**src/rtl/ccl21_pkg.sv**
```systemverilog
// Shared constants and types for the line 21 caption data slicer.
// Used by the cell, divider and top level modules; depends on nothing.
`timescale 1ns / 1ps
package ccl21_pkg;

  localparam int LINE_DEPTH   = 2048;
  localparam int ADDR_W       = $clog2(LINE_DEPTH);
  localparam int SEARCH_FIRST = 35;
  localparam int SEARCH_END   = 50;
  localparam int N_CELLS      = SEARCH_END - SEARCH_FIRST;
  localparam int CELL_W       = $clog2(N_CELLS);
  localparam int START_OFFSET = 512;
  localparam int BIT_SPACING  = 57;
  localparam int BIT_WINDOW   = 23;
  localparam int WIN_W        = $clog2(BIT_WINDOW + 1);

  localparam int PH_W   = 16;
  localparam int WL_W   = 10;
  localparam int CNT_W  = WL_W;
  localparam int SUM_W  = CNT_W + 8;
  localparam int BSUM_W = $clog2(BIT_WINDOW * 255 + 1);

  localparam logic [PH_W-1:0] PHASE_LOW_EDGE  = 16'h4000;
  localparam logic [PH_W-1:0] PHASE_HIGH_EDGE = 16'hC000;

  // Register indexes of the configuration port.
  localparam logic [2:0] REG_CLOCK_RECIP = 3'd0;
  localparam logic [2:0] REG_WINDOW_LEN  = 3'd1;
  localparam logic [2:0] REG_MIN_AMP     = 3'd2;
  localparam logic [2:0] REG_START_THR   = 3'd3;
  localparam logic [2:0] REG_BIT_THR     = 3'd4;

  localparam logic [15:0] RST_CLOCK_RECIP = 16'd1152;
  localparam logic [9:0]  RST_WINDOW_LEN  = 10'd369;
  localparam logic [7:0]  RST_MIN_AMP     = 8'd45;
  localparam logic [7:0]  RST_START_THR   = 8'd144;
  localparam logic [7:0]  RST_BIT_THR     = 8'd112;

  // What one cell hands to the next cell every cycle.
  typedef struct packed {
    logic            en;
    logic [PH_W-1:0] phase;
  } ccl21_link_t;

  // Run-in sums a cell has gathered for its candidate offset.
  typedef struct packed {
    logic [SUM_W-1:0] hi_sum;
    logic [CNT_W-1:0] hi_cnt;
    logic [SUM_W-1:0] lo_sum;
    logic [CNT_W-1:0] lo_cnt;
  } ccl21_acc_t;

endpackage

```
**src/rtl/ccl21_cell.sv**
```systemverilog
// One run-in candidate cell: accumulates high and low phase sample sums.
// Depends on ccl21_pkg; a row of these forms the run-in search chain.
`timescale 1ns / 1ps
module ccl21_cell
  import ccl21_pkg::*;
(
  input  logic        clk_i,
  input  logic        rst_ni,
  input  logic        clr_i,
  input  ccl21_link_t link_i,
  input  logic [7:0]  sample_i,
  output ccl21_link_t link_o,
  output ccl21_acc_t  acc_o
);

  logic       en_q;
  logic [PH_W-1:0] phase_q;
  ccl21_acc_t acc_q;
  logic       low_ph;

  assign low_ph = (link_i.phase < PHASE_LOW_EDGE) || (link_i.phase > PHASE_HIGH_EDGE);

  always_ff @(posedge clk_i or negedge rst_ni) begin
    if (!rst_ni) begin
      en_q <= 1'b0;
    end else begin
      en_q <= link_i.en;
    end
  end

  always_ff @(posedge clk_i) begin
    phase_q <= link_i.phase;
    if (clr_i) begin
      acc_q <= '0;
    end else if (link_i.en) begin
      if (low_ph) begin
        acc_q.lo_sum <= acc_q.lo_sum + SUM_W'(sample_i);
        acc_q.lo_cnt <= acc_q.lo_cnt + CNT_W'(1);
      end else begin
        acc_q.hi_sum <= acc_q.hi_sum + SUM_W'(sample_i);
        acc_q.hi_cnt <= acc_q.hi_cnt + CNT_W'(1);
      end
    end
  end

  assign link_o.en    = en_q;
  assign link_o.phase = phase_q;
  assign acc_o        = acc_q;

endmodule

```
**config.mk**
```make
export PLATFORM = sky130hd
export DESIGN_NAME = ccl21_cell
export DESIGN_NICKNAME = d
export VERILOG_FILES = /design/src/rtl/ccl21_pkg.sv /design/src/rtl/ccl21_cell.sv
export SDC_FILE = /design/constraint.sdc
export NUM_CORES = 1
export LEC_CHECK = 0
export ABC_AREA = 1
export BUFFER_PORTS_ARGS = -buffer_cell sky130_fd_sc_hd__buf_4
export CORE_ASPECT_RATIO = 0.9
export CORE_UTILIZATION = 55
export DETAILED_ROUTE_END_ITERATION = 12
export GPL_ROUTABILITY_DRIVEN = 0
export GPL_TIMING_DRIVEN = 0
export PLACE_DENSITY = 0.9
export SYNTH_ARGS = -nofsm -noshare
export SYNTH_HDL_FRONTEND = slang
export SYNTH_SLANG_ARGS = --single-unit
```
**constraint.sdc**
```tcl
create_clock -name clk_i -period 3.96 [get_ports clk_i]
set_input_delay 0.594 -clock clk_i [delete_from_list [all_inputs] [get_ports clk_i]]
set_output_delay 0.594 -clock clk_i [all_outputs]
set_load 0.05 [all_outputs]
```
==> flow_summary.yaml <==
power:
  vdd_drop_max_mv: 0.1959
  powerDensity_mw_per_mm2: 361.7
  leakagePower_nw: 2.537
synth:
  synth_compound_area_share_pct: 9.744
  synth_cells: 600
  synth.area.top_cells: "dfxtp_1 (36%), nand2_1 (17%), nor2_1 (6.4%), a21oi_1 (6.3%), inv_1 (5.9%)"
  ys_seq_area_share_pct: 36.14
  synth_simple_gate_area_share_pct: 34.14
  synthMuxAreaShare_pct: 0
  synth_edf_count: 0
  synth.avg_cell_area_um2: 6.763
  yosysUniqueCellTypes: 36
  synthAdderAreaFrac_pct: 6.537
  yosysWarnings: 0
  syn_area_mm2: 0.004058
  yosysMostFrequentCell: "nand2_1"
  synth.top_cell.area_share_pct: 35.52
  yosysTopAreaCell: "dfxtp_1"
  synth_common_cells: "nand2_1 (185), dfxtp_1 (72), nor2_1 (69), inv_1 (64), a21oi_1 (51)"
  synth_seq_cells: 73
  ys.flop_type: "dfxtp_1"
  synthXorXnorAreaFrac_pct: 4.965
  ys_async_sr_fraction_pct: 1.370
  synth_top_family_by_area: "simple AND/OR/NAND/NOR gates"
  syn_nets: 648
worst_setup_path:
  start_kind: "primary input"
  crit_path_start: "sample_i[0]"
  r2r_start: "acc_o[10]"
  cp_max_fo: 5
  worst_ep_arrival_time_ns: 2.35
  cp.required_ns: 4.20
  crit_type: "primary input to flip-flop"
  endpoint_kind: "flip-flop"
clock_network:
  hold_buffers: 1
  htreeDepth: 3
  clockRootBuffer: "clkbuf_8"
  cts_tree: "built"
  cts.repair.resized: 0
  clk_pin_slew_ns: 0.08
  cts_sinks: 73
  cts_buffer_depth: 2
  cts_setup_buffers: 0
  cts_inserted_buffers: 9
  insertion_delay_ns: 0.35
timing:
  finalCriticalPeriod_ns: 2.109
  hold_viol_final: 0
  tns_ns: 0
  worstMarginPinSlew_ns: 0.5569
  fmax_mhz: 474.2
  setup_violations: 0
  slew_viol_final: 0
  skew_ns: 0.004387
  relSlewSlack_pct: 62.87
  rsz0062_at_grt: "no"
  layout_worst_path_cycle_share_pct: 53.25
detailed_routing:
  routed_wirelength_mm: 10.56
  drtIter0Drc: 243
  vias: 4350
  drc: 0
  wl_per_cell_um: 13.03
  via_per_inst: 5.370
  drtAntennaViolNets: 0
  dr.pass1.iters: 5
final_layout:
  multi_input_area_mm2: 0.002247
  final_cells: 810
  fillerInstances: 558
  syn_to_final_growth_pct: 27.57
  drive_above_1_share_pct: 19.11
  antennaDiodeCount: 0
  postLayoutCoreUtil_pct: 72.78
  final-seq-area_mm2: 0.001466
  finalNetCount: 760
floorplan:
  dieArea_mm2: 0.007726
  start_util_pct: 57.05
  ios: 101
  die_y_um: 83.49
  core_mm2: 0.007112
  rows: 29
  die_w_um: 92.54
global_routing:
  grt_first_pass_wirelength_mm: 17.67
  grt_usage_pct: 28.47
  grt_pass1_vias: 4002
  grt-ovfl-total: 0
  antenna_found_initial: 0
  grt_max_degree: 14
placement:
  dp_hpwl_mm: 7.989
  dp_cells: 793
  io_buffers: 100
outcome:
  outcome: "finished, final reports clean"
job:
  maxCapViolCount: 0
worst_hold_path:
  hold_path.class: "primary input to flip-flop"
  hold_path.startpoint: "link_i[2]"
layout make-up:
type,count,share of cell area [%]
tap,93,2.248
multi-input combinational,448,43.41
sequential,73,28.33
clock buffer,9,2.393
clock inverter,7,2.272
timing repair buffer,101,14.70
inverter,65,4.714
buffer,14,1.934
worst paths after layout:
path / end / slack, ns / cells past startpoint
setup / recovery: acc_o[46] / 1.85 / 10
max in group asynchronous: en_q / 3.33 / 2
setup reg to reg: acc_o[26] / 1.88 / 13
min in group asynchronous: en_q / 0.55 / 2
hold / removal: phase_q[2] / 0.35 / 1
hold reg to reg: acc_o[36] / 0.49 / 2
critical path, cell delays in order:
cell and delay (ns):
buf_4 0.12, ha_1 0.26, fa_1 0.43, nand2_1 0.10, nand3_1 0.09, and2_1 0.18, a21oi_1 0.19, nor2_1 0.14
o21ai_0 0.19, nor2_1 0.06
metal layers:
metal / track usage (%) / part of all wire, % / wire [µm] / vias up
li1: - / - / - / 2141
met1: 35.83 / 42 / 4483 / 1956
met2: 45.25 / 45 / 4797 / 215
met3: 8.470 / 9.2 / 966 / 38
met4: 11.79 / 2.9 / 310 / 0
met5: 0 / 0 / 0 / -
cells by family after synthesis:
kind of cell	count (synthesis)
and+or+nand+nor	329
xor gates and xnor gates	23
DFF	73
AOI/OAI and AO/OA	76
buffers and inverters	79
adders and majority gates	20
placed cells by master, fill, tap and decap left out, types with 2 or more instances in the layout:
cell type,instances
inv_1,64
clkinv_2,2
xor2_1,16
nor2_1,69
nand3_1,35
bufinv_16,3
buf_6,5
buf_4,102
nor3b_1,2
clkbuf_8,9
o21ai_0,20
ha_1,18
clkbuf_1,4
nor3_1,11
or2_2,4
fa_1,2
xnor2_1,7
and2_1,2
a21oi_1,51
nor4_1,3
nand2_2,3
nand4_1,8
dfxtp_1,72
buf_2,2
nand2_1,185
nand3b_1,2
stage by stage:
stage                     hold WS [ns]  worst slack (ns)  total power, W  cell area (µm²)
after floorplan                 0.2984             1.838        0.001055             4058
after global placement          0.3698             1.584        0.001162             4925
after detailed placement        0.3713             1.521        0.001172             4925
after CTS                       0.3422             1.881        0.001881             5176
after global routing            0.3273             1.707        0.001961             5176
final                           0.3513             1.851        0.001872             5176
registers in the layout (all words and copies together) (netlist names):
register  flops
acc_o        56
phase_q      16
en_q          1
power breakdown:
| part | internal, W | switching (W) | leakage, nW |
|---|---|---|---|
| clock network | 0.000419 | 0.000290 | 0.124 |
| logic | 0.000128 | 0.000252 | 1.81 |
| registers | 0.000761 | 0.0000220 | 0.601 |
| total | 0.00131 | 0.000564 | 2.54 |
(Power assumes the default switching activity.)
