File: config.mk
export PLATFORM = sky130hd
export DESIGN_NAME = ccl21_div
export DESIGN_NICKNAME = d
export VERILOG_FILES = /design/src/rtl/ccl21_pkg.sv /design/src/rtl/ccl21_div.sv
export SDC_FILE = /design/constraint.sdc
export NUM_CORES = 1
export LEC_CHECK = 0
export BUFFER_PORTS_ARGS = -buffer_cell sky130_fd_sc_hd__buf_2
export CAP_MARGIN = 0
export CELL_PAD_IN_SITES_DETAIL_PLACEMENT = 1
export CELL_PAD_IN_SITES_GLOBAL_PLACEMENT = 1
export CORE_UTILIZATION = 45
export CTS_CLUSTER_DIAMETER = 200
export DETAILED_ROUTE_END_ITERATION = 10
export GPL_ROUTABILITY_DRIVEN = 1
export PLACE_DENSITY_LB_ADDON = 0.1
export SLEW_MARGIN = 15
export SYNTH_ARGS = -nofsm -noshare
export SYNTH_HDL_FRONTEND = slang
export SYNTH_SLANG_ARGS = --single-unit
File: constraint.sdc
create_clock -name clk_i -period 4.5 [get_ports clk_i]
set_input_delay 0.225 -clock clk_i [delete_from_list [all_inputs] [get_ports clk_i]]
set_output_delay 0.225 -clock clk_i [all_outputs]
set_load 0.05 [all_outputs]
File: src/rtl/ccl21_pkg.sv
// Shared constants and types for the line 21 caption data slicer.
// Used by the cell, divider and top level modules; depends on nothing.
`timescale 1ns / 1ps
package ccl21_pkg;

  localparam int LINE_DEPTH   = 2048;
  localparam int ADDR_W       = $clog2(LINE_DEPTH);
  localparam int SEARCH_FIRST = 35;
  localparam int SEARCH_END   = 50;
  localparam int N_CELLS      = SEARCH_END - SEARCH_FIRST;
  localparam int CELL_W       = $clog2(N_CELLS);
  localparam int START_OFFSET = 512;
  localparam int BIT_SPACING  = 57;
  localparam int BIT_WINDOW   = 23;
  localparam int WIN_W        = $clog2(BIT_WINDOW + 1);

  localparam int PH_W   = 16;
  localparam int WL_W   = 10;
  localparam int CNT_W  = WL_W;
  localparam int SUM_W  = CNT_W + 8;
  localparam int BSUM_W = $clog2(BIT_WINDOW * 255 + 1);

  localparam logic [PH_W-1:0] PHASE_LOW_EDGE  = 16'h4000;
  localparam logic [PH_W-1:0] PHASE_HIGH_EDGE = 16'hC000;

  // Register indexes of the configuration port.
  localparam logic [2:0] REG_CLOCK_RECIP = 3'd0;
  localparam logic [2:0] REG_WINDOW_LEN  = 3'd1;
  localparam logic [2:0] REG_MIN_AMP     = 3'd2;
  localparam logic [2:0] REG_START_THR   = 3'd3;
  localparam logic [2:0] REG_BIT_THR     = 3'd4;

  localparam logic [15:0] RST_CLOCK_RECIP = 16'd1152;
  localparam logic [9:0]  RST_WINDOW_LEN  = 10'd369;
  localparam logic [7:0]  RST_MIN_AMP     = 8'd45;
  localparam logic [7:0]  RST_START_THR   = 8'd144;
  localparam logic [7:0]  RST_BIT_THR     = 8'd112;

  // What one cell hands to the next cell every cycle.
  typedef struct packed {
    logic            en;
    logic [PH_W-1:0] phase;
  } ccl21_link_t;

  // Run-in sums a cell has gathered for its candidate offset.
  typedef struct packed {
    logic [SUM_W-1:0] hi_sum;
    logic [CNT_W-1:0] hi_cnt;
    logic [SUM_W-1:0] lo_sum;
    logic [CNT_W-1:0] lo_cnt;
  } ccl21_acc_t;

endpackage

File: src/rtl/ccl21_div.sv
// Restoring divider giving the 8-bit mean of a sample sum, one bit a cycle.
// Depends on ccl21_pkg; the quotient is known to stay below 256.
`timescale 1ns / 1ps
module ccl21_div
  import ccl21_pkg::*;
(
  input  logic             clk_i,
  input  logic             rst_ni,
  input  logic             start_i,
  input  logic [SUM_W-1:0] sum_i,
  input  logic [CNT_W-1:0] cnt_i,
  output logic [7:0]       quot_o,
  output logic             done_o
);

  logic             busy_q, done_q;
  logic [2:0]       step_q;
  logic [SUM_W-1:0] rem_q;
  logic [CNT_W-1:0] cnt_q;
  logic [7:0]       quot_q;
  logic [SUM_W-1:0] trial;
  logic             ge;

  assign trial = SUM_W'(cnt_q) << step_q;
  assign ge    = rem_q >= trial;

  always_ff @(posedge clk_i or negedge rst_ni) begin
    if (!rst_ni) begin
      busy_q <= 1'b0;
      done_q <= 1'b0;
      step_q <= '0;
    end else begin
      done_q <= 1'b0;
      if (start_i) begin
        busy_q <= 1'b1;
        step_q <= 3'd7;
      end else if (busy_q) begin
        step_q <= step_q - 3'd1;
        if (step_q == 3'd0) begin
          busy_q <= 1'b0;
          done_q <= 1'b1;
        end
      end
    end
  end

  always_ff @(posedge clk_i) begin
    if (start_i) begin
      rem_q <= sum_i;
      cnt_q <= cnt_i;
    end else if (busy_q) begin
      rem_q  <= ge ? rem_q - trial : rem_q;
      quot_q <= {quot_q[6:0], ge};
    end
  end

  assign quot_o = quot_q;
  assign done_o = done_q;

endmodule

==> impl_metrics.toml <==
[status]
status = "finished clean"

[synthesis]
synth-seq-cells = 41
synthAdderAreaFrac = 0.0925
yosys_warnings = 0
synth_cell_types = 55
synthesis.area_sq_mm = 0.00279
synth_ff_type = "edfxtp_1"
syn-instance-count = 274
synth_xor_xnor_area_share = 0.0283
avgSynthCellArea_sq_um = 10.2
seq_area_frac_synth = 0.433
async_flop_share = 0.122
yosys.area_share.simple = 0.150
synth_top_family_by_area = "compound AO/OA/AOI/OAI gates"
synth_nets = 325
synth_compound_area_frac = 0.187
synth_edf_count = 36
synthMuxAreaShare = 0.0705

[power]
power_frac_seq = 0.323
swShare = 0.409
power.leakage_uw = 0.00137
power_density_mw_per_mm2 = 614
ir_worst_vdd_v = 0.000361
p_sw_uw = 787
internal_power_uw = 1140
p_clk_frac = 0.162
p_comb_frac = 0.515

[routing]
via_count = 2194
dr.first_iter.drc_count = 86
routedWlPerCell_um = 17.7
viasPerCell = 5.68
detail-route-antenna-nets = 0
drc = 0
routed_wirelength_um = 6820
firstDrtPassIters = 6

[cts]
ctsHtreeMaxLevel = 2
cts_buffers = 5
cts_buffer_depth = 2
clockRootBuffer = "clkbuf_8"
clkTransAtPathRegs_ns = 0.08
cts_tree = "built"
clk_latency_ns = 0.29
clock_sinks = 41

[global_route]
grt_pass1_wl_um = 11100
grt_overflow = 0
antenna_found_initial = 0
grt_start_max_net_pins = 48
grt_pass1_vias = 2287
grt_use_total = 0.226

[setup_path]
critPathTopFamily = "compound AO/OA/AOI/OAI gates"
start_kind = "flop"
max_stage_delay_ns = 0.68
critPathCaptureType = "flop"
r2r-start = "step_q[1]$_DFFE_PN0P_"
reg2reg_depth = 10
regToRegEndpoint = "rem_q[13]$_DFFE_PP_"
reg2reg_setup_slack_ns = 0.66
path_cells = "clkinv_1 > mux2i_1 > nand2b_1 > ha_1 > nor2b_4 > o31a_1 > o31a_4 > o311ai_4 > o211ai_2 > a21o_1"
crit_buf_inv = 1
worstPathMaxFanout = 18
path_class = "flop to flop"
arrival_ns = 3.77
crit_required_ns = 4.42
cp_slowest_cell = "dfrtp_1"

[sta]
worst_pin_slew_ns = 0.809
min_period_ns = 3.84
fmax_mhz = 260
finalSetupViolCount = 0
slew_headroom = 0.460
rsz0062_at_grt = "false"
maxSlewViolCount = 0
clock_skew_ns = 0.00393
hold_viol = 0
fin_crit_sh = 0.854
fin_tns_setup_ns = 0

[worst_hold_path]
min_from = "cnt_i[3]"
worstHoldPathType = "primary input to flop"
hold_depth = 1
hold_end = "cnt_q[3]$_DFFE_PP_"

[run]
maxCapViolations = 0

[die]
start_util = 0.468
core_area_sq_mm = 0.00596
row_count = 28
design.die.area_sq_mm = 0.00651
dieHeight_um = 80.7
die_x_um = 80.7
ioPinCount = 40

[cells_and_area]
fillers = 698
final_cell_area_sq_mm = 0.00314
fin_nets = 361
final_common_cell = "buf_2"
drive_above_1_share = 0.199
syn_to_final_growth_pct = 12.6
antenna_cells = 0
layout_common_cells = "buf_2, edfxtp_1, nand2_1"
area.sequential_sq_mm = 0.00121
multiInputGateArea_sq_mm = 0.00147

[placed_design]
routabilityCongestion = 0.817
io_buffers = 39
hpwl_um = 5200
dpl-instance-area_sq_mm = 0.00301
## logic make-up after synthesis
kind of cell / after synthesis
AO/OA/AOI/OAI: 79
XOR/XNOR: 9
adder cells (fa/ha/maj): 20
buffers and inverters: 20
flip-flops: 41
multiplexers: 19
AND/OR/NAND/NOR: 86
## registers in the layout (all words and copies together), names as in the netlist
signal	count
quot_o	8
busy_q	1
step_q	3
done_o	1
cnt_q	10
rem_q	18
## what timing repair did
| action | 4_1_cts | 5_1_grt |
|---|---|---|
| gates resized for setup | 0 | 0 |
| setup buffers | 0 | 0 |
| setup endpoints to repair | 0 | 0 |
| hold buffers | 1 | 0 |
| hold endpoints to repair | 5 | 0 |
## worst max-delay path by stage
| stage | start | end | slack [ns] | cells past startpoint |
|---|---|---|---|---|
| floorplan | step_q[1]$_DFFE_PN0P_ | rem_q[0]$_DFFE_PP_ | 1.31 | 11 |
| global placement | step_q[1]$_DFFE_PN0P_ | rem_q[0]$_DFFE_PP_ | 0.77 | 10 |
| detailed placement | step_q[1]$_DFFE_PN0P_ | rem_q[0]$_DFFE_PP_ | 0.67 | 10 |
| CTS | step_q[1]$_DFFE_PN0P_ | rem_q[0]$_DFFE_PP_ | 0.64 | 10 |
| global route | step_q[1]$_DFFE_PN0P_ | rem_q[0]$_DFFE_PP_ | 0.36 | 10 |
| finish | step_q[1]$_DFFE_PN0P_ | rem_q[13]$_DFFE_PP_ | 0.66 | 10 |
## layout make-up
| cell class | instances | area share |
|---|---|---|
| clock buffers | 6 | 0.0263 |
| clock inverters | 2 | 0.0120 |
| inverters | 8 | 0.00958 |
| multi-input cells | 213 | 0.470 |
| flip-flops and latches | 41 | 0.385 |
| well taps | 75 | 0.0299 |
| repair buffers | 41 | 0.0678 |
## metal layers
metal / GRT usage / vias up / wire length, um
met5: 0 / - / 0
met4: 0.0518 / 0 / 61
met3: 0.0398 / 5 / 153
met2: 0.396 / 27 / 3410
met1: 0.285 / 1071 / 3190
li1: - / 1091 / -
## power groups by stage
stage | registers, uW | clock network (uW) | logic (uW)
6_report | 621 | 313 | 992
5_1_grt | 633 | 332 | 1120
4_1_cts | 622 | 320 | 998
3_5_place_dp | 630 | 0 | 989
3_3_place_gp | 627 | 0 | 967
2_1_floorplan | 630 | 0 | 744
## per-stage QoR
| step | hold slack (ns) | util | cells | setup WS, ns | total power (uW) |
|---|---|---|---|---|---|
| after detailed placement | 0.0475 | 0.505 | 377 | 0.671 | 1620 |
| after global placement | 0.0459 | 0.505 | 377 | 0.766 | 1590 |
| final | 0.105 | 0.526 | 386 | 0.655 | 1930 |
| after floorplan | -0.0706 | - | 274 | 1.31 | 1370 |
| after CTS | 0.100 | 0.526 | 386 | 0.639 | 1940 |
| after global routing | 0.0976 | 0.526 | 386 | 0.356 | 2080 |
## worst register-to-register path, stage by stage (launching register included)
cell and delay, ns:
dfrtp_1 0.68, clkinv_1 0.41, mux2i_1 0.30, nand2b_1 0.09, ha_1 0.33, nor2b_4 0.15, o31a_1 0.28, o31a_4 0.32
o311ai_4 0.29, o211ai_2 0.14, a21o_1 0.49
## synthesized netlist by cell type (all sizes together), types with 4 or more instances
| cell | n | area (sq um) |
|---|---|---|
| a21o | 7 | 52.6 |
| a21oi | 22 | 110 |
| and3 | 8 | 55.1 |
| clkbuf | 9 | 56.3 |
| dfrtp | 5 | 125 |
| edfxtp | 36 | 1080 |
| ha | 19 | 238 |
| inv | 6 | 22.5 |
| mux2 | 5 | 56.3 |
| mux2i | 14 | 140 |
| nand2 | 30 | 113 |
| nand2b | 6 | 37.5 |
| nor2 | 23 | 86.3 |
| nor2b | 4 | 32.5 |
| o21ai | 25 | 125 |
| o311ai | 4 | 52.6 |
| xnor2 | 5 | 43.8 |
| xor2 | 4 | 35.0 |
No activity file was read; power rests on OpenSTA's default activity.
